===== src/rtl/atcw_pkg.sv =====
`default_nettype none

package atcw_pkg;

  // Geometry of the cell store.
  localparam int ROWS      = 64;
  localparam int COLS      = 128;
  localparam int PARAM_BUF = 16;

  localparam int ROW_W  = $clog2(ROWS);
  localparam int COL_W  = $clog2(COLS);
  localparam int CCNT_W = $clog2(COLS + 1);
  localparam int ADDR_W = ROW_W + COL_W;
  localparam int PCNT_W = $clog2(PARAM_BUF);
  localparam int CELL_W = 11;

  // Command queue between the parser and the cell engine.
  localparam int QDEPTH = 4;
  localparam int QPTR_W = $clog2(QDEPTH);

  // Saturation limit of the CSI value.
  localparam logic [6:0] VAL_MAX = 7'd127;

  // Stored cell: colour in the top bits, character below.
  localparam logic [CELL_W-1:0] SPACE_CELL = 11'h020;

  // Parser modes.
  localparam logic [1:0] MODE_NORMAL = 2'd0;
  localparam logic [1:0] MODE_ESC    = 2'd1;
  localparam logic [1:0] MODE_CSI    = 2'd2;

  // Characters of interest.
  localparam logic [7:0] CH_BS    = 8'd8;
  localparam logic [7:0] CH_TAB   = 8'd9;
  localparam logic [7:0] CH_LF    = 8'd10;
  localparam logic [7:0] CH_CR    = 8'd13;
  localparam logic [7:0] CH_ESC   = 8'd27;
  localparam logic [7:0] CH_SPACE = 8'd32;
  localparam logic [7:0] CH_ZERO  = 8'h30;
  localparam logic [7:0] CH_NINE  = 8'h39;
  localparam logic [7:0] CH_LBR   = 8'h5b;
  localparam logic [7:0] FIN_LO   = 8'h40;
  localparam logic [7:0] FIN_HI   = 8'h7e;
  localparam logic [7:0] FIN_M    = 8'h6d;
  localparam logic [7:0] FIN_K    = 8'h4b;
  localparam logic [7:0] FIN_J    = 8'h4a;
  localparam logic [7:0] FIN_H    = 8'h48;

  // Palette indexes.
  localparam logic [2:0] COLOR_DEFAULT = 3'd0;
  localparam logic [2:0] COLOR_GREEN   = 3'd1;
  localparam logic [2:0] COLOR_YELLOW  = 3'd2;
  localparam logic [2:0] COLOR_MAGENTA = 3'd3;
  localparam logic [2:0] COLOR_GREY    = 3'd4;

  // Cell engine operations.
  localparam logic [2:0] OP_NONE     = 3'd0;
  localparam logic [2:0] OP_READ     = 3'd1;
  localparam logic [2:0] OP_CELLS    = 3'd2;
  localparam logic [2:0] OP_ERASE    = 3'd3;
  localparam logic [2:0] OP_NEWROW   = 3'd4;
  localparam logic [2:0] OP_CLEARALL = 3'd5;

  // One command for the cell engine, with the cursor state after the item.
  typedef struct packed {
    logic [2:0]        op;
    logic              fresh;
    logic [ROW_W-1:0]  row;
    logic [COL_W-1:0]  col;
    logic [CCNT_W-1:0] col_end;
    logic [7:0]        ch;
    logic [2:0]        color;
    logic [ROW_W-1:0]  cur_row;
    logic [CCNT_W-1:0] cur_col;
    logic [2:0]        pen;
    logic [1:0]        mode;
  } cmd_t;

  // SGR value to palette index.
  function automatic logic [2:0] color_of(input logic [6:0] v);
    logic [2:0] c;
    case (v)
      7'd32:   c = COLOR_GREEN;
      7'd33:   c = COLOR_YELLOW;
      7'd35:   c = COLOR_MAGENTA;
      7'd90:   c = COLOR_GREY;
      default: c = COLOR_DEFAULT;
    endcase
    return c;
  endfunction

endpackage

`default_nettype wire


===== src/rtl/atcw_front.sv =====
`default_nettype none

module atcw_front (
  input  wire                        clk,
  input  wire                        rst,
  input  wire                        accept,
  input  wire                        req_type,
  input  wire  [7:0]                 data_byte,
  input  wire  [atcw_pkg::ROW_W-1:0] read_row,
  input  wire  [atcw_pkg::COL_W-1:0] read_col,
  output atcw_pkg::cmd_t             cmd
);
  import atcw_pkg::*;

  logic [ROW_W-1:0]  write_row;
  logic [CCNT_W-1:0] write_col;
  logic [2:0]        current_color;
  logic [1:0]        escape_mode;
  logic [PCNT_W-1:0] param_count;
  logic [6:0]        param_value;
  logic              param_digits_done;

  logic [ROW_W-1:0]  write_row_next;
  logic [CCNT_W-1:0] write_col_next;
  logic [2:0]        current_color_next;
  logic [1:0]        escape_mode_next;
  logic [PCNT_W-1:0] param_count_next;
  logic [6:0]        param_value_next;
  logic              param_digits_done_next;

  logic [ROW_W-1:0]  row_inc;
  logic [10:0]       acc;
  logic [CCNT_W:0]   tab_stop;
  logic [CCNT_W-1:0] place_col;

  // Ring successor of the current row.
  assign row_inc = (int'(write_row) == ROWS - 1) ? '0 : write_row + 1'b1;

  // Classify the byte, update the cursor and parser, and build the command.
  always_comb begin
    write_row_next         = write_row;
    write_col_next         = write_col;
    current_color_next     = current_color;
    escape_mode_next       = escape_mode;
    param_count_next       = param_count;
    param_value_next       = param_value;
    param_digits_done_next = param_digits_done;
    acc       = 11'(param_value) * 11'd10 + 11'(data_byte - CH_ZERO);
    tab_stop  = ((CCNT_W + 1)'(write_col) + (CCNT_W + 1)'(8)) & ~(CCNT_W + 1)'(7);
    place_col = (int'(write_col) >= COLS) ? '0 : write_col;

    cmd         = '0;
    cmd.op      = OP_NONE;
    cmd.row     = write_row;
    cmd.col     = write_col[COL_W-1:0];
    cmd.ch      = data_byte;
    cmd.color   = current_color;

    if (req_type) begin
      cmd.op  = OP_READ;
      cmd.row = read_row;
      cmd.col = read_col;
    end else if (escape_mode == MODE_ESC) begin
      escape_mode_next       = (data_byte == CH_LBR) ? MODE_CSI : MODE_NORMAL;
      param_count_next       = '0;
      param_value_next       = '0;
      param_digits_done_next = 1'b0;
    end else if (escape_mode == MODE_CSI) begin
      if (data_byte >= FIN_LO && data_byte <= FIN_HI) begin
        escape_mode_next = MODE_NORMAL;
        case (data_byte)
          FIN_M: begin
            current_color_next = color_of(param_value);
          end
          FIN_K: begin
            if (int'(write_col) < COLS) begin
              cmd.op = OP_ERASE;
            end
          end
          FIN_J: begin
            cmd.op         = OP_CLEARALL;
            write_row_next = '0;
            write_col_next = '0;
          end
          FIN_H: begin
            write_col_next = '0;
          end
          default: begin
          end
        endcase
      end else if (int'(param_count) < PARAM_BUF - 1) begin
        param_count_next = param_count + 1'b1;
        if (!param_digits_done) begin
          if (data_byte >= CH_ZERO && data_byte <= CH_NINE) begin
            param_value_next = (acc > 11'(VAL_MAX)) ? VAL_MAX : acc[6:0];
          end else begin
            param_digits_done_next = 1'b1;
          end
        end
      end
    end else begin
      case (data_byte)
        CH_ESC: begin
          escape_mode_next = MODE_ESC;
        end
        CH_LF: begin
          write_row_next = row_inc;
          write_col_next = '0;
          cmd.op         = OP_NEWROW;
          cmd.row        = row_inc;
        end
        CH_CR: begin
          write_col_next = '0;
        end
        CH_BS: begin
          if (write_col != '0) begin
            write_col_next = write_col - 1'b1;
          end
        end
        CH_TAB: begin
          if (int'(write_col) < COLS) begin
            cmd.op         = OP_CELLS;
            cmd.ch         = CH_SPACE;
            cmd.col_end    = tab_stop[CCNT_W-1:0];
            write_col_next = tab_stop[CCNT_W-1:0];
          end
        end
        default: begin
          if (data_byte >= CH_SPACE) begin
            // A full line wraps to a fresh row before the character lands.
            if (int'(write_col) >= COLS) begin
              write_row_next = row_inc;
              cmd.fresh      = 1'b1;
              cmd.row        = row_inc;
            end
            cmd.op         = OP_CELLS;
            cmd.col        = place_col[COL_W-1:0];
            cmd.col_end    = place_col + 1'b1;
            write_col_next = place_col + 1'b1;
          end
        end
      endcase
    end

    cmd.cur_row = write_row_next;
    cmd.cur_col = write_col_next;
    cmd.pen     = current_color_next;
    cmd.mode    = escape_mode_next;
  end

  // Cursor and parser registers.
  always_ff @(posedge clk) begin
    if (rst) begin
      write_row         <= '0;
      write_col         <= '0;
      current_color     <= COLOR_DEFAULT;
      escape_mode       <= MODE_NORMAL;
      param_count       <= '0;
      param_value       <= '0;
      param_digits_done <= 1'b0;
    end else if (accept) begin
      write_row         <= write_row_next;
      write_col         <= write_col_next;
      current_color     <= current_color_next;
      escape_mode       <= escape_mode_next;
      param_count       <= param_count_next;
      param_value       <= param_value_next;
      param_digits_done <= param_digits_done_next;
    end
  end

endmodule

`default_nettype wire


===== config.mk =====
export PLATFORM = sky130hd
export DESIGN_NAME = atcw_front
export DESIGN_NICKNAME = d
export VERILOG_FILES = /design/src/rtl/atcw_pkg.sv /design/src/rtl/atcw_front.sv
export SDC_FILE = /design/constraint.sdc
export NUM_CORES = 1
export LEC_CHECK = 0
export BUFFER_PORTS_ARGS = -buffer_cell sky130_fd_sc_hd__buf_2
export CAP_MARGIN = 10
export CELL_PAD_IN_SITES_DETAIL_PLACEMENT = 2
export CELL_PAD_IN_SITES_GLOBAL_PLACEMENT = 2
export CORE_ASPECT_RATIO = 1.2
export CORE_MARGIN = 8
export CORE_UTILIZATION = 34
export CTS_CLUSTER_SIZE = 8
export DETAILED_ROUTE_END_ITERATION = 10
export GPL_ROUTABILITY_DRIVEN = 0
export GPL_TIMING_DRIVEN = 1
export PLACE_DENSITY_LB_ADDON = 0.1
export SLEW_MARGIN = 20
export SYNTH_ARGS = -nofsm -noshare
export SYNTH_HDL_FRONTEND = slang
export SYNTH_SLANG_ARGS = --single-unit

===== constraint.sdc =====
create_clock -name clk -period 7.4 [get_ports clk]
set_input_delay 0.37 -clock clk [delete_from_list [all_inputs] [get_ports clk]]
set_output_delay 0.37 -clock clk [all_outputs]
set_load 0.03 [all_outputs]

Word-level counts from Yosys, hierarchy flattened
Cells that the tools add are included.

$add $sub $neg: 7. Reductions and logical operators: 14. Bitwise logic cells: 1. Multiplexer cells: 68. Multiply operators: 1. Order comparisons: 9. Equal/unequal tests: 19.

Operator list (number): two-way mux 8 bit (10); two-way mux 7 bit (9); two-way mux 6 bit (8); equality test 8 x 7 -> 1 bit (second input constant) (5); two-way mux 33 bit (1); equality test 8 x 4 -> 1 bit (second input constant) (4); two-way mux 16 bit (2); case mux 8 bit (4 select lines) (1); two-way mux 30 bit (1); two-way mux 24 bit (1); two-way mux 3 bit (8); case mux 6 bit (2 select lines) (2); equality test 7 x 6 -> 1 bit (second input constant) (3); greater-or-equal comparator 8 x 6 -> 1 bit (second input constant) (2); two-way mux 2 bit (8); two-way mux 4 bit (4); case mux 8 bit (2 select lines) (1); two-way mux 13 bit (1); case mux 3 bit (4 select lines) (1); adder 11 bit (1); > comparator 11 x 7 -> 1 bit (second input constant) (1); multiplier 7 x 3 -> 10 bit (second input constant) (1); case mux 3 bit (3 select lines) (1); subtractor 8 x 6 -> 9 bit (second input constant) (1); other kinds (30) (42).

Input bits: 25. Output and inout bits: 55. Word-level logic and storage cells: 126. Flip-flop bits (word level): 31.

Longest topological paths before layout
Depth after elaboration: 10. Gate-level depth with buffers: 14. Depth with buffers taken out: 14.

Worst setup path after synthesis
Ideal clock, no wire load.

Kind: register to register. Start point: register param_value[1]. End point: register param_value[1]. Setup slack: 3.909 ns. Path buffers: 0. Clock period less this slack: 3.491 ns. Stages on the path, launching flop included: 14. Arrival time: 3.370 ns. Path through: dfxtp_1 > ha_1 > ha_1 > fa_1 > a21o_1 > a21oi_1 > xnor2_1 > ha_1 > a211oi_1 > nor2_1 > or3b_4 > a2111oi_4 > nor2b_2 > a221o_1.

Word-level cells in the longest chain between the ends: 10.

Ends and longest elaborated chain: start: declaration (RTL line atcw_front.sv:20) `logic [6:0] param_value;`; start signal: assignment (RTL line atcw_front.sv:167) `param_value <= param_value_next;`; multiplier 7 x 3 -> 10 bit (RTL line atcw_front.sv:48) `acc = 11'(param_value) * 11'd10 + 11'(data_byte - CH_ZERO);`; adder 11 bit (RTL line atcw_front.sv:48); > comparator 11 x 7 -> 1 bit (RTL line atcw_front.sv:95) `param_value_next = (acc > 11'(VAL_MAX)) ? VAL_MAX : acc[6:0];`; two-way mux 7 bit (RTL line atcw_front.sv:95); two-way mux 7 bit (RTL line atcw_front.sv:94) `if (data_byte >= CH_ZERO && data_byte <= CH_NINE) begin`; two-way mux 7 bit (RTL line atcw_front.sv:93) `if (!param_digits_done) begin`; two-way mux 7 bit (RTL line atcw_front.sv:91) `end else if (int'(param_count) < PARAM_BUF - 1) begin`; two-way mux 7 bit (RTL line atcw_front.sv:69) `if (data_byte >= FIN_LO && data_byte <= FIN_HI) begin`; two-way mux 7 bit (RTL line atcw_front.sv:68) `end else if (escape_mode == MODE_CSI) begin`; two-way mux 7 bit (RTL line atcw_front.sv:63) `end else if (escape_mode == MODE_ESC) begin`.

No other way between the ends. The select of a mux whose other input is x is not followed. A chain may end at the register's enable or synchronous reset.

Worst setup path after layout
Start point: register param_value[1]. End point: register param_value[4].

Word-level cells in the longest chain between the ends: 10.

Ends and longest elaborated chain (RTL line): multiplier 7 x 3 -> 10 bit (*) (atcw_front.sv:48); adder 11 bit (*) (atcw_front.sv:48); > comparator 11 x 7 -> 1 bit (atcw_front.sv:95); two-way mux 7 bit (*) (atcw_front.sv:95); two-way mux 7 bit (*) (atcw_front.sv:94); two-way mux 7 bit (*) (atcw_front.sv:93); two-way mux 7 bit (*) (atcw_front.sv:91); two-way mux 7 bit (*) (atcw_front.sv:69); two-way mux 7 bit (*) (atcw_front.sv:68); two-way mux 7 bit (*) (atcw_front.sv:63).

Every way passes the cells marked *; elsewhere a longest branch is shown, timed or not. The select of a mux whose other input is x is not followed.

==> run_results.csv <==
group,metric,value,unit
clock_network,cts.sinks,31,
yosys,synth_area_per_cell,7.32,um^2
placed_design,post-dp-hpwl,11.5,mm
global_route,gr-total-overflow,0,
pwr,p_comb_share,23.5,%
yosys,yosysWarnings,0,
pwr,switchingPower,0.181,mW
cells_and_area,n_antenna_cell,0,
setup_path,crit_required,7.57,ns
floorplan,dieArea,0.0146,mm^2
clock_network,clk_latency,0.28,ns
pwr,power.internal,0.376,mW
sta,hold_violations,0,
global_route,grt_pass1_vias,4470,
pwr,p_sw_share,32.5,%
clock_network,cts.clk_slew.worst_paths,0.06,ns
sta,worst_pin_slew,0.708,ns
clock_network,htree_levels,2,
floorplan,design.core.area,0.0109,mm^2
placed_design,port_buffers,79,
status,status,"finished, final reports clean",
cells_and_area,fin_nets,618,
setup_path,startpoint_type,"register",
sta,rsz0062_at_grt,"no",
global_route,grt_pass1_wl,23.8,mm
pwr,p_leak,1.97,nW
detailed_routing,drt-total-wl,14.7,mm
cells_and_area,multi_input_area,0.00287,mm^2
sta,skew,0.00318,ns
cells_and_area,seqCellArea,621,um^2
yosys,synth_area_leaders,"dfxtp_1 (17%), ha_1 (11%), a21oi_1 (4.6%), nand2_1 (4.5%), nor2_1 (4.5%)",
floorplan,die_h,131,um
setup_path,cp.arrival,4.14,ns
detailed_routing,vias_per_cell,5.99,
floorplan,rows,42,
yosys,synth_edf_count,0,
cells_and_area,syn_to_final_growth,16.0,%
sta,setup_viol,0,
detailed_routing,wire_per_inst,21.3,um
pwr,pwr-share-seq,30.7,%
setup_path,end_kind,"register",
sta,period_share,53.7,%
yosys,synth_area,0.00372,mm^2
detailed_routing,firstDrtPassIters,4,
clock_network,cts_made_buffers,5,
yosys,synth_flop_cell,"dfxtp_1",
global_route,track_usage,20.1,%
pwr,powerDensity,129,mW/mm^2
pwr,clockPowerShare,45.8,%
clock_network,clock_path_buffers,2,
cells_and_area,final_common_cell,"buf_2",
yosys,synth_seq_cells,31,
detailed_routing,antenna_left,0,
pwr,power,0.558,mW
job,maxCapViolations,0,
yosys,ys_seq_area_share,16.7,%
cells_and_area,final_cell_mix,"buf_2 (79), nand2_1 (45), nor2_1 (45)",
yosys,synth.distinct_cells,70,
floorplan,start_util,34.2,%
setup_path,path_max_fanout,6,
floorplan,io_pins,80,
detailed_routing,drt_iter0_drc,125,
yosys,synth_top_area_share,16.7,%
yosys,async_flop_share,0,%
detailed_routing,drc,0,
pwr,ir_drop,98.4,uV
global_route,antenna_found_initial,0,
detailed_routing,via_count,4148,
setup_path,worstSetupPathType,"register to register",
floorplan,die_x,112,um
cells_and_area,drive_above_1_share,18.8,%
placed_design,placedCellCount,684,
sta,fmax,252,MHz
sta,tns,0,ns
clock_network,cts_tree,"done",
sta,min_period,3.97,ns
cells_and_area,n_fill_cell,1316,
sta,whs,0.498,ns
yosys,yosys.area.top_type,"dfxtp_1",
global_route,grt_max_degree,32,
yosys,netlist_instances,509,
sta,relSlewSlack,52.8,%
clock_network,cts_root_buffer,"clkbuf_16",
yosys,syn-num-nets,568,
clock_network,cts_setup_buffers,0,
hold_path,hp-class,"register to register",
cells_and_area,final_cells,692,
clock_network,cts_hold_buf,0,
sta,maxSlewViolCount,0,
clock_network,ctsResizeCount,0,
## cells in the mapped netlist, types with 5 or more instances
master	count
a21o_1	8
mux2i_1	7
nor4_1	5
and2_1	6
nor2_1	45
nand3_1	25
o21a_1	5
or3_1	6
a211oi_1	6
o31ai_1	8
a22o_1	8
nand2b_1	7
ha_1	32
xor2_1	7
o21ai_0	29
inv_1	21
clkbuf_1	28
nand2_1	45
a21oi_1	34
nand4_1	5
nand4b_1	5
o211ai_1	7
dfxtp_1	31
a221o_1	8
xnor2_1	18
nor3_1	14
o21bai_1	7
buf_2	7
## power groups by stage
stage                     Combinational [mW]  Sequential [mW]  Clock, mW
after floorplan                       0.0914            0.172          0
after global routing                   0.141            0.172      0.265
final                                  0.131            0.171      0.255
after CTS                              0.132            0.171      0.260
after global placement                 0.127            0.175          0
after detailed placement               0.131            0.175          0
## flip-flops by register name, indices dropped and copies added (netlist names)
signal and cells:
param_count 4, escape_mode 2, write_row 6, write_col 8, param_digits_done 1, param_value 7, current_color 3
## metal layers
| metal | up-vias | GRT usage, % | wire (um) |
|---|---|---|---|
| met5 | - | 0 | 0 |
| met4 | 0 | 5.48 | 222 |
| met3 | 14 | 3.26 | 485 |
| met2 | 77 | 39.0 | 7810 |
| met1 | 2086 | 22.3 | 6220 |
| li1 | 1971 | - | - |
## worst max-delay path, stage by stage, from the launching register on
cell       delay [ns]
dfxtp_1          0.48
ha_1             0.29
ha_1             0.23
fa_1             0.41
a21o_1           0.20
a21oi_1          0.19
xnor2_1          0.15
ha_1             0.31
a211oi_1         0.25
nor2_1           0.09
or3b_4           0.41
a2111oi_4        0.42
nor2b_2          0.15
a221o_1          0.28
## final cells by class
| cell class | instances | area share (%) |
|---|---|---|
| clock buffer | 6 | 3.21 |
| clock inverter | 2 | 0.811 |
| inverter | 21 | 1.82 |
| multi-input combinational | 419 | 66.5 |
| sequential | 31 | 14.4 |
| tap | 132 | 3.82 |
| timing repair buffer | 81 | 9.50 |
## metrics by stage
step / util [%] / setup WS, ns / cell area [um^2]
CTS: 39.7 / 3.40 / 4320
global placement: 38.1 / 3.66 / 4150
global route: 39.7 / 3.23 / 4320
finish: 39.7 / 3.43 / 4320
detailed placement: 38.1 / 3.44 / 4150
floorplan: - / 3.91 / 3720
## final timing paths
kind	from	endpoint	slack (ns)	cells past startpoint
max reg2reg	param_value[1]$_SDFFE_PP0P_	param_value[4]$_SDFFE_PP0P_	3.43	13
max	param_value[1]$_SDFFE_PP0P_	param_value[4]$_SDFFE_PP0P_	3.43	13
min reg2reg	param_digits_done$_SDFFE_PP0P_	param_digits_done$_SDFFE_PP0P_	0.50	1
min	param_digits_done$_SDFFE_PP0P_	param_digits_done$_SDFFE_PP0P_	0.50	1
## cells by family after synthesis
| kind of cell | share of synthesized area, % |
|---|---|
| AND/OR/NAND/NOR | 28.0 |
| AO/OA/AOI/OAI | 28.7 |
| buffers and inverters | 6.21 |
| adder cells (fa/ha/maj) | 11.8 |
| flip-flops | 16.7 |
| XOR/XNOR | 5.88 |
| multiplexers | 2.79 |
No activity file was read; power rests on OpenSTA's default activity.
