### src/rtl/atcw_pkg.sv
`default_nettype none

package atcw_pkg;

  // Geometry of the cell store.
  localparam int ROWS      = 64;
  localparam int COLS      = 128;
  localparam int PARAM_BUF = 16;

  localparam int ROW_W  = $clog2(ROWS);
  localparam int COL_W  = $clog2(COLS);
  localparam int CCNT_W = $clog2(COLS + 1);
  localparam int ADDR_W = ROW_W + COL_W;
  localparam int PCNT_W = $clog2(PARAM_BUF);
  localparam int CELL_W = 11;

  // Command queue between the parser and the cell engine.
  localparam int QDEPTH = 4;
  localparam int QPTR_W = $clog2(QDEPTH);

  // Saturation limit of the CSI value.
  localparam logic [6:0] VAL_MAX = 7'd127;

  // Stored cell: colour in the top bits, character below.
  localparam logic [CELL_W-1:0] SPACE_CELL = 11'h020;

  // Parser modes.
  localparam logic [1:0] MODE_NORMAL = 2'd0;
  localparam logic [1:0] MODE_ESC    = 2'd1;
  localparam logic [1:0] MODE_CSI    = 2'd2;

  // Characters of interest.
  localparam logic [7:0] CH_BS    = 8'd8;
  localparam logic [7:0] CH_TAB   = 8'd9;
  localparam logic [7:0] CH_LF    = 8'd10;
  localparam logic [7:0] CH_CR    = 8'd13;
  localparam logic [7:0] CH_ESC   = 8'd27;
  localparam logic [7:0] CH_SPACE = 8'd32;
  localparam logic [7:0] CH_ZERO  = 8'h30;
  localparam logic [7:0] CH_NINE  = 8'h39;
  localparam logic [7:0] CH_LBR   = 8'h5b;
  localparam logic [7:0] FIN_LO   = 8'h40;
  localparam logic [7:0] FIN_HI   = 8'h7e;
  localparam logic [7:0] FIN_M    = 8'h6d;
  localparam logic [7:0] FIN_K    = 8'h4b;
  localparam logic [7:0] FIN_J    = 8'h4a;
  localparam logic [7:0] FIN_H    = 8'h48;

  // Palette indexes.
  localparam logic [2:0] COLOR_DEFAULT = 3'd0;
  localparam logic [2:0] COLOR_GREEN   = 3'd1;
  localparam logic [2:0] COLOR_YELLOW  = 3'd2;
  localparam logic [2:0] COLOR_MAGENTA = 3'd3;
  localparam logic [2:0] COLOR_GREY    = 3'd4;

  // Cell engine operations.
  localparam logic [2:0] OP_NONE     = 3'd0;
  localparam logic [2:0] OP_READ     = 3'd1;
  localparam logic [2:0] OP_CELLS    = 3'd2;
  localparam logic [2:0] OP_ERASE    = 3'd3;
  localparam logic [2:0] OP_NEWROW   = 3'd4;
  localparam logic [2:0] OP_CLEARALL = 3'd5;

  // One command for the cell engine, with the cursor state after the item.
  typedef struct packed {
    logic [2:0]        op;
    logic              fresh;
    logic [ROW_W-1:0]  row;
    logic [COL_W-1:0]  col;
    logic [CCNT_W-1:0] col_end;
    logic [7:0]        ch;
    logic [2:0]        color;
    logic [ROW_W-1:0]  cur_row;
    logic [CCNT_W-1:0] cur_col;
    logic [2:0]        pen;
    logic [1:0]        mode;
  } cmd_t;

  // SGR value to palette index.
  function automatic logic [2:0] color_of(input logic [6:0] v);
    logic [2:0] c;
    case (v)
      7'd32:   c = COLOR_GREEN;
      7'd33:   c = COLOR_YELLOW;
      7'd35:   c = COLOR_MAGENTA;
      7'd90:   c = COLOR_GREY;
      default: c = COLOR_DEFAULT;
    endcase
    return c;
  endfunction

endpackage

`default_nettype wire

### src/rtl/atcw_queue.sv
`default_nettype none

module atcw_queue (
  input  wire              clk,
  input  wire              rst,
  input  wire              push_en,
  input  atcw_pkg::cmd_t   push_data,
  output logic             full,
  input  wire              pop_en,
  output atcw_pkg::cmd_t   pop_data,
  output logic             empty
);
  import atcw_pkg::*;

  cmd_t              entries [QDEPTH];
  logic [QPTR_W-1:0] wptr;
  logic [QPTR_W-1:0] rptr;
  logic [QPTR_W:0]   count;
  logic              do_push;
  logic              do_pop;

  assign full     = (count == (QPTR_W + 1)'(QDEPTH));
  assign empty    = (count == '0);
  assign pop_data = entries[rptr];
  assign do_push  = push_en && !full;
  assign do_pop   = pop_en && !empty;

  // Pointer and occupancy bookkeeping.
  always_ff @(posedge clk) begin
    if (rst) begin
      wptr  <= '0;
      rptr  <= '0;
      count <= '0;
    end else begin
      if (do_push) begin
        wptr <= wptr + 1'b1;
      end
      if (do_pop) begin
        rptr <= rptr + 1'b1;
      end
      if (do_push && !do_pop) begin
        count <= count + 1'b1;
      end else if (do_pop && !do_push) begin
        count <= count - 1'b1;
      end
    end
  end

  // Command storage.
  always_ff @(posedge clk) begin
    if (do_push) begin
      entries[wptr] <= push_data;
    end
  end

endmodule

`default_nettype wire

### config.mk
export PLATFORM = sky130hd
export DESIGN_NAME = atcw_queue
export DESIGN_NICKNAME = d
export VERILOG_FILES = /design/src/rtl/atcw_pkg.sv /design/src/rtl/atcw_queue.sv
export SDC_FILE = /design/constraint.sdc
export NUM_CORES = 1
export LEC_CHECK = 0
export ABC_AREA = 1
export BUFFER_PORTS_ARGS = -buffer_cell sky130_fd_sc_hd__clkbuf_2
export CORE_UTILIZATION = 44
export CTS_BUF_LIST = sky130_fd_sc_hd__clkbuf_8
export CTS_CLUSTER_SIZE = 28
export DETAILED_ROUTE_END_ITERATION = 6
export PLACE_DENSITY_LB_ADDON = 0.3
export SLEW_MARGIN = 20
export SYNTH_ARGS = -nofsm -noshare
export SYNTH_HDL_FRONTEND = slang
export SYNTH_SLANG_ARGS = --single-unit
export TNS_END_PERCENT = 20
### constraint.sdc
create_clock -name clk -period 7.8 [get_ports clk]
set_input_delay 0 -clock clk [delete_from_list [all_inputs] [get_ports clk]]
set_output_delay 0 -clock clk [all_outputs]
set_load 0.03 [all_outputs]
# Word-level counts from Yosys, hierarchy flattened
# Memory sizes are Yosys's and may differ from the RTL's. A register that Yosys moved wholly into a read port is not among the register bits.
# Cells that the tools add are included.
classes:
  n_addsub: 4
  eq_ne: 1
  n_mux: 6
  n_reduce_logical: 10
op_table:
  columns: ["cell", "n"]
  rows:
  - ["$mux 3", 2]
  - ["$add 2x1->2 const B", 2]
  - ["$logic_and 1x1->1", 4]
  - ["$logic_not 1->1", 4]
  - ["$mux 2", 2]
  - ["$add 3x1->3 const B", 1]
  - ["$eq 3x3->1 const B", 1]
  - ["$logic_not 3->1", 1]
  - ["$sub 3x1->3 const B", 1]
  - ["$mux 1", 2]
  - ["$reduce_bool 2->1", 1]
word_totals:
  register_bits: 7
  ramBits: 220
  input_bits: 59
  out_inout_bits: 57
  wordCells: 25
  n_memories: 1
mem_list:
  columns: ["memory", "depth", "word_bits", "read_ports", "rd_clocked_by_memory_dff", "write_ports", "line", "source"]
  rows:
  - ["entries", 4, 55, 1, 1, 1, "atcw_queue.sv:15", "cmd_t entries [QDEPTH];"]

# Longest topological paths before layout
# Gate-level depths: netlist of run 1.
logic_depth:
  word_depth: 7
  mapped_depth: 13
  ltp_nobuf: 13

# Worst setup path before layout of run 1
# No wires, ideal clock.
synth_timing:
  path_kind: "register to register"
  startpoint: "register count[0]"
  endpoint: "memory entries[0][0] in the netlist's numbering (enable)"
  setup_time_ns: 0.468
  arrival_time_ns: 2.979
  required_ns: 7.332
  slack_ns: 4.353
  stages_incl_launch_ff: 5
  path_buffers: 0
  synth_period_minus_slack_ns: 3.447
  cell_sequence: "dfxtp_1 nor2_1 nand2_1 nand2_1 nor2_1"
synth_between:
  elab_chain_len: 5
synth_rtl:
  columns: ["item", "line", "source"]
  rows:
  - ["start, declared", "atcw_queue.sv:18", "logic [QPTR_W:0] count;"]
  - ["start signal, assigned", "atcw_queue.sv:42", "count <= count + 1'b1;"]
  - ["start signal, assigned", "atcw_queue.sv:44", "count <= count - 1'b1;"]
  - ["$eq 3x3->1", "atcw_queue.sv:22", "assign full = (count == (QPTR_W + 1)'(QDEPTH));"]
  - ["$logic_not 1->1", "atcw_queue.sv:25", "assign do_push = push_en && !full;"]
  - ["$logic_and 1x1->1", "atcw_queue.sv:25", null]
  - ["$mux 1", "atcw_queue.sv:51", "if (do_push) begin"]
  - ["$mux 1 (not written as such)", "atcw_queue.sv:52", "entries[wptr] <= push_data;"]
  - ["end, declared", "atcw_queue.sv:15", null]
# No other way between the ends.

==> run_results.csv, run 1 <==
group,metric,value,unit
logic_synthesis,postSynthCellCount,602,
logic_synthesis,synth_area,8640,sq um
detailed_routing,vias_per_cell,5.12,
critical_path,reg2reg_from,"count[0]$_SDFFE_PP0P_",
clocking,numCtsBuffers,38,
grt,grt_use_total,0.178,
logic_synthesis,ys_warn_count,0,
sta,slew_headroom,0.321,
floorplan,io_pins,116,
floorplan,dieArea,20200,sq um
power,vdd_drop_max,0.180,mV
clocking,clock_latency,0.51,ns
power,p_clk_frac,0.256,
critical_path,worstPathArrival,2.76,ns
grt,grt_pass1_vias,5319,
power,p_sw_frac,0.354,
layout,drive_above_1_share,0.213,
detailed_routing,drt-initial-drc-count,296,
power,combPwrFrac,0.290,
clocking,cts_root_buf,"clkbuf_8",
placed_design,postPlaceCellArea,9380,sq um
logic_synthesis,synth_seq_cells,229,
logic_synthesis,yosys.area.top_type,"edfxtp_1",
sta,period_needed,2.76,ns
logic_synthesis,syn_area_per_cell,14.4,sq um
power,p_sw,1.22,mW
sta,tns,0,ns
detailed_routing,routedWlPerCell,16.9,um
sta,fmax,363,MHz
layout,nets,852,
clocking,cts_tree,"built",
detailed_routing,wl_met3,1250,um
power,pwr-share-seq,0.454,
floorplan,core.rowCount,50,
floorplan,design.core.area,19000,sq um
logic_synthesis,synth_edf_count,220,
power,internal-power,2.23,mW
critical_path,worstPathMaxFanout,110,
logic_synthesis,ys_types,19,
clocking,cts-htree-levels,2,
clocking,postCtsSetupBuffers,0,
sta,setup_viol,0,
placed_design,hpwlAfterDp,9360,um
sta,slew_violations,0,
sta,rsz0062_at_grt,"no",
clocking,clk_pin_slew_worst_paths,0.06,ns
sta,hold_viol_final,0,
detailed_routing,drc,0,
power,p_leak,3.85,nW
run,max-cap-violations,0,
floorplan,initial_utilization,0.456,
critical_path,r2r_cells,9,
critical_path,start_kind,"flop",
clocking,clockBufferDepth,3,
critical_path,cp-end-kind,"output pin",
worst_hold_path,worstHoldPathType,"in -> reg",
logic_synthesis,synthArstFlopShare,0,
detailed_routing,ant_nets,0,
grt,grt_max_degree,112,
sta,finClkSkew,0.0140,ns
grt,grt_overflow_total,0,
clocking,cts_sinks,229,
detailed_routing,num_vias,5478,
layout,synthToLayoutAreaGrowth,23.1,%
floorplan,die_x,142,um
logic_synthesis,synth_nets,667,
logic_synthesis,synth.most_common_cell,"edfxtp_1",
grt,grt_pass1_wl,27400,um
sta,worst_pin_slew,1.02,ns
detailed_routing,dr.pass1.iters,5,
logic_synthesis,synth_commonest_cells,"220 x edfxtp_1, 124 x nor2_1, 66 x o21ai_0, 55 x o22ai_1, 45 x o21ai_1",
detailed_routing,wl_met2,9010,um
layout,fin_area,10600,sq um
logic_synthesis,yosysSeqAreaShare,0.786,
detailed_routing,routed.top_layer,"met4",
detailed_routing,postRouteWirelength,18000,um
critical_path,timing.rr.end,"count[1]$_SDFFE_PP0P_",
placed_design,gp_congestion,0.779,
logic_synthesis,synth_top_area_frac,0.765,
grt,antenna_found_initial,1,
detailed_routing,met1Wirelength,7550,um
critical_path,worst-r2r-setup-slack,5.63,ns
sta,fin_crit_sh,0.353,
power,powerDensity,325,nW/um^2
placed_design,numPortBuffers,115,
logic_synthesis,yosys-top-cells-area,"edfxtp_1 76%, nor2_1 5.4%, o22ai_1 4.0%",
critical_path,setup.worst_path.end,"pop_data[39]",
floorplan,die_h,142,um
logic_synthesis,synth_ff_type,"edfxtp_1",
status,status,"finished clean",
critical_path,criticalPathCategory,"reg -> out",
critical_path,required,7.80,ns
-- stage by stage --
step                utilization  total power, mW  instances  worst slack (ns)  hold slack, ns
finish                    0.561             3.46       1069              5.04           0.245
global route              0.561             3.63       1068              4.87           0.224
CTS                       0.559             3.49       1067              4.74           0.217
detailed placement        0.495             2.57        947              5.30           0.224
global placement          0.495             2.55        947              5.35           0.216
floorplan                     -             2.29        602              4.35          0.0691
-- routing by layer --
layer  vias up  track usage
met5         -            0
li1       2610            -
met3        19       0.0471
met1      2674        0.222
met4         0       0.0543
met2       175        0.304
-- power groups by stage --
stage	Clock, mW	Combinational (mW)	Sequential [mW]
4_1_cts	0.914	0.972	1.60
3_3_place_gp	0	0.931	1.62
5_1_grt	0.960	1.08	1.58
2_1_floorplan	0	0.736	1.56
3_5_place_dp	0	0.943	1.63
6_report	0.885	1.00	1.57
-- state kept, by name (all words and copies together), names as in the netlist, named ones only --
signal / count
count: 3
rptr: 2
entries: 220
wptr: 2
-- worst min path at each step --
stage	startpoint	endpoint	slack (ns)	depth (start not counted)
final	push_data[28]	entries[2][28]$_DFFE_PP_	0.25	2
after global routing	push_data[41]	entries[0][41]$_DFFE_PP_	0.22	2
after CTS	push_data[28]	entries[3][28]$_DFFE_PP_	0.22	2
after detailed placement	push_data[46]	entries[2][46]$_DFFE_PP_	0.22	1
after global placement	push_data[48]	entries[2][48]$_DFFE_PP_	0.22	1
after floorplan	rst	flop	0.07	1
-- worst max-delay path: stages (launching register included) --
cell      delay [ns]
dfxtp_4         0.48
buf_16          0.26
clkinv_2        0.07
buf_6           0.64
o21ai_0         0.17
o22ai_1         0.32
clkbuf_2        0.27
-- logic make-up (layout without fill, tap and decap cells) --
kind of cell    count (synthesis)  in the layout  share of synthesized area
compound gates                169            169                      0.106
xor+xnor                        1              1                    0.00101
fa+ha+maj                       6              6                    0.00956
buf+inv                        53            259                     0.0345
flops                         229            229                      0.786
other cells                     0              1                          0
simple gates                  144            144                     0.0636
-- cell type report --
class | instances | area [sq um]
antenna | 1 | 2.50
clock buffer | 39 | 537
clock inverter | 22 | 88.8
fill | 1568 | 8320
inverter | 18 | 68.8
multi-input combinational | 320 | 1590
sequential | 229 | 6790
tap | 260 | 325
timing repair buffer | 180 | 1230
-- what timing repair did --
item                      CTS  global route
resized for setup           0             0
hold endpoints to repair  229             0
hold buffers               59             0
-- cells in the final DEF (no fill, tap or decap), types with 2 or more instances in the layout --
master,count
clkbuf_2,115
dlygate4sd3_1,59
clkinv_2,3
inv_1,24
nor2_1,120
nand2_1,15
buf_4,4
nor2_4,4
o21ai_1,45
o22ai_1,55
ha_1,5
dfxtp_4,2
o21ai_0,66
dfxtp_1,7
inv_2,2
a21oi_1,3
edfxtp_1,220
clkinv_1,10
nand3_1,4
clkbuf_8,39
Note: power is estimated with default switching activity, not from simulation.
==> inputs of run 2 (changes only) <==
- clock period: 7.8 -> 2.8 ns (I/O delays scaled with it)
==> run_results.csv, run 2 (synthesis results as in run 1) <==
group,metric,value,unit
power,vdd_drop_max,0.573,mV
sta,timing.hold.ws,0.263,ns
critical_path,reg2reg_from,"count[0]$_SDFFE_PP0P_",
critical_path,cpMaxStageDelayCell,"dfxtp_1",
placed_design,numPortBuffers,115,
clocking,clockBufferDepth,3,
floorplan,core.rowCount,50,
critical_path,worstPathArrival,2.59,ns
detailed_routing,ant_nets,0,
critical_path,path_cells,"nor2_1 > nand2_1 > nand2_1 > inv_2 > ha_1 > inv_1 > fa_1 > inv_1 > nand2_1 > nand3_1 > nand2_1 > nand2_1 > nor2_1",
sta,fin_crit_sh,0.786,
status,status,"finished clean",
sta,rsz0062_at_grt,"no",
power,p_leak,3.89,nW
placed_design,postPlaceCellArea,9490,sq um
critical_path,r2r_cells,13,
grt,antenna_found_initial,1,
sta,slew_violations,0,
detailed_routing,drc,0,
grt,grt_max_degree,111,
floorplan,design.core.area,19000,sq um
sta,finClkSkew,0.0152,ns
floorplan,die_h,142,um
critical_path,critPathTopFamily,"simple AND/OR/NAND/NOR gates",
placed_design,hpwlAfterDp,10200,um
grt,grt_pass1_vias,5560,
clocking,cts_root_buf,"clkbuf_8",
grt,grt_overflow_total,0,
clocking,cts_sinks,229,
layout,largest-register,"entries",
sta,period_needed,2.20,ns
clocking,clock_latency,0.50,ns
layout,mostFrequentLayoutCells,"220 x edfxtp_1, 120 x nor2_1, 115 x clkbuf_2, 66 x o21ai_0, 58 x dlygate4sd3_1",
layout,fin_area,10700,sq um
layout,fill_cells,1548,
critical_path,cp-end-kind,"flop",
critical_path,worst-path-buf-inv,3,
critical_path,worst-path-stages,13,
detailed_routing,postRouteWirelength,18400,um
critical_path,slowest_delay,0.39,ns
sta,tns,0,ns
layout,instances_no_fill,1073,
critical_path,criticalPathCategory,"reg -> reg",
clocking,cts-resized-gates,0,
grt,grt_use_total,0.184,
grt,grt_pass1_wl,28100,um
layout,top_regs,"entries (220), count (3)",
layout,final_util,0.564,
critical_path,setup.worst_path.end,"count[2]$_SDFFE_PP0P_",
sta,worst_pin_slew,0.678,ns
clocking,clk_pin_slew_worst_paths,0.06,ns
floorplan,die_x,142,um
detailed_routing,vias_per_cell,5.16,
critical_path,worst-r2r-setup-slack,0.60,ns
layout,nets,854,
detailed_routing,num_vias,5533,
layout,drive_above_1_share,0.224,
detailed_routing,drt-initial-drc-count,354,
detailed_routing,routedWlPerCell,17.2,um
worst_hold_path,worstHoldPathType,"in -> reg",
layout,synthToLayoutAreaGrowth,23.7,%
floorplan,dieArea,20200,sq um
sta,fmax,454,MHz
layout,multiInputGateArea,1590,sq um
layout,layout.area.seq,6790,sq um
layout,largest_reg_flops,220,
placed_design,gp_congestion,0.730,
floorplan,initial_utilization,0.456,
critical_path,timing.rr.end,"count[2]$_SDFFE_PP0P_",
clocking,cts_tree,"built",
critical_path,crit_top_cell,"nand2_1",
floorplan,io_pins,116,
critical_path,required,3.19,ns
power,powerDensity,903,nW/um^2
sta,setup_viol,0,
detailed_routing,dr.pass1.iters,5,
sta,hold_viol_final,0,
sta,slew_headroom,0.547,
critical_path,crit_start,"count[0]$_SDFFE_PP0P_",
critical_path,start_kind,"flop",
layout,final_common_cell,"edfxtp_1",
clocking,numCtsBuffers,36,
clocking,cts-htree-levels,2,
run,max-cap-violations,0,
placed_design,place_inst,953,
critical_path,worstPathMaxFanout,5,
-- run 2: per-layer routing --
layer  vias up  routed length [um]  track usage
li1       2612                   -            -
met1      2740                7850        0.222
met4         0                 363       0.0781
met2       155                9420        0.322
met3        26                 794       0.0347
met5         -                   0            0
-- run 2: worst register-to-register path, stage by stage (launching register included) --
cell     delay (ns)
dfxtp_1        0.39
nor2_1         0.08
nand2_1        0.12
nand2_1        0.27
inv_2          0.15
ha_1           0.20
inv_1          0.08
fa_1           0.39
inv_1          0.07
nand2_1        0.06
nand3_1        0.10
nand2_1        0.08
nand2_1        0.08
nor2_1         0.04
-- run 2: worst min path at each step --
| stage | startpoint | endpoint | slack [ns] | cells after the start |
|---|---|---|---|---|
| after floorplan | rst | flop | 0.07 | 1 |
| after global placement | push_data[0] | entries[3][0]$_DFFE_PP_ | 0.21 | 1 |
| after detailed placement | push_data[24] | entries[1][24]$_DFFE_PP_ | 0.22 | 1 |
| after CTS | push_data[30] | entries[1][30]$_DFFE_PP_ | 0.23 | 2 |
| after global routing | push_data[54] | entries[2][54]$_DFFE_PP_ | 0.26 | 2 |
| final | rst | count[0]$_SDFFE_PP0P_ | 0.26 | 3 |
-- run 2: timing repair --
| action | CTS | global route |
|---|---|---|
| buffers inserted | 0 | 0 |
| hold endpoints to repair | 229 | 0 |
| hold buffers | 58 | 0 |
-- run 2: final cells by class --
type / count / area share
repair buffers: 184 / 0.122
flip-flops and latches: 229 / 0.635
diodes: 1 / 0.000234
multi-input cells: 320 / 0.148
clock inverters: 24 / 0.00983
well taps: 260 / 0.0304
clock buffers: 37 / 0.0476
inverters: 18 / 0.00644
-- run 2: through the flow --
stage | total power [mW] | worst slack, ns
2_1_floorplan | 6.39 | -0.647
3_3_place_gp | 7.15 | 0.784
3_5_place_dp | 7.23 | 0.644
4_1_cts | 9.74 | 0.573
5_1_grt | 10.1 | 0.431
6_report | 9.65 | 0.600
-- run 2: report_power, final --
part | switching, mW | leakage, nW | internal [mW]
Sequential | 0.102 | 2.09 | 4.17
Combinational | 2.15 | 1.43 | 0.795
Clock | 1.21 | 0.365 | 1.23
Total | 3.46 | 3.89 | 6.19
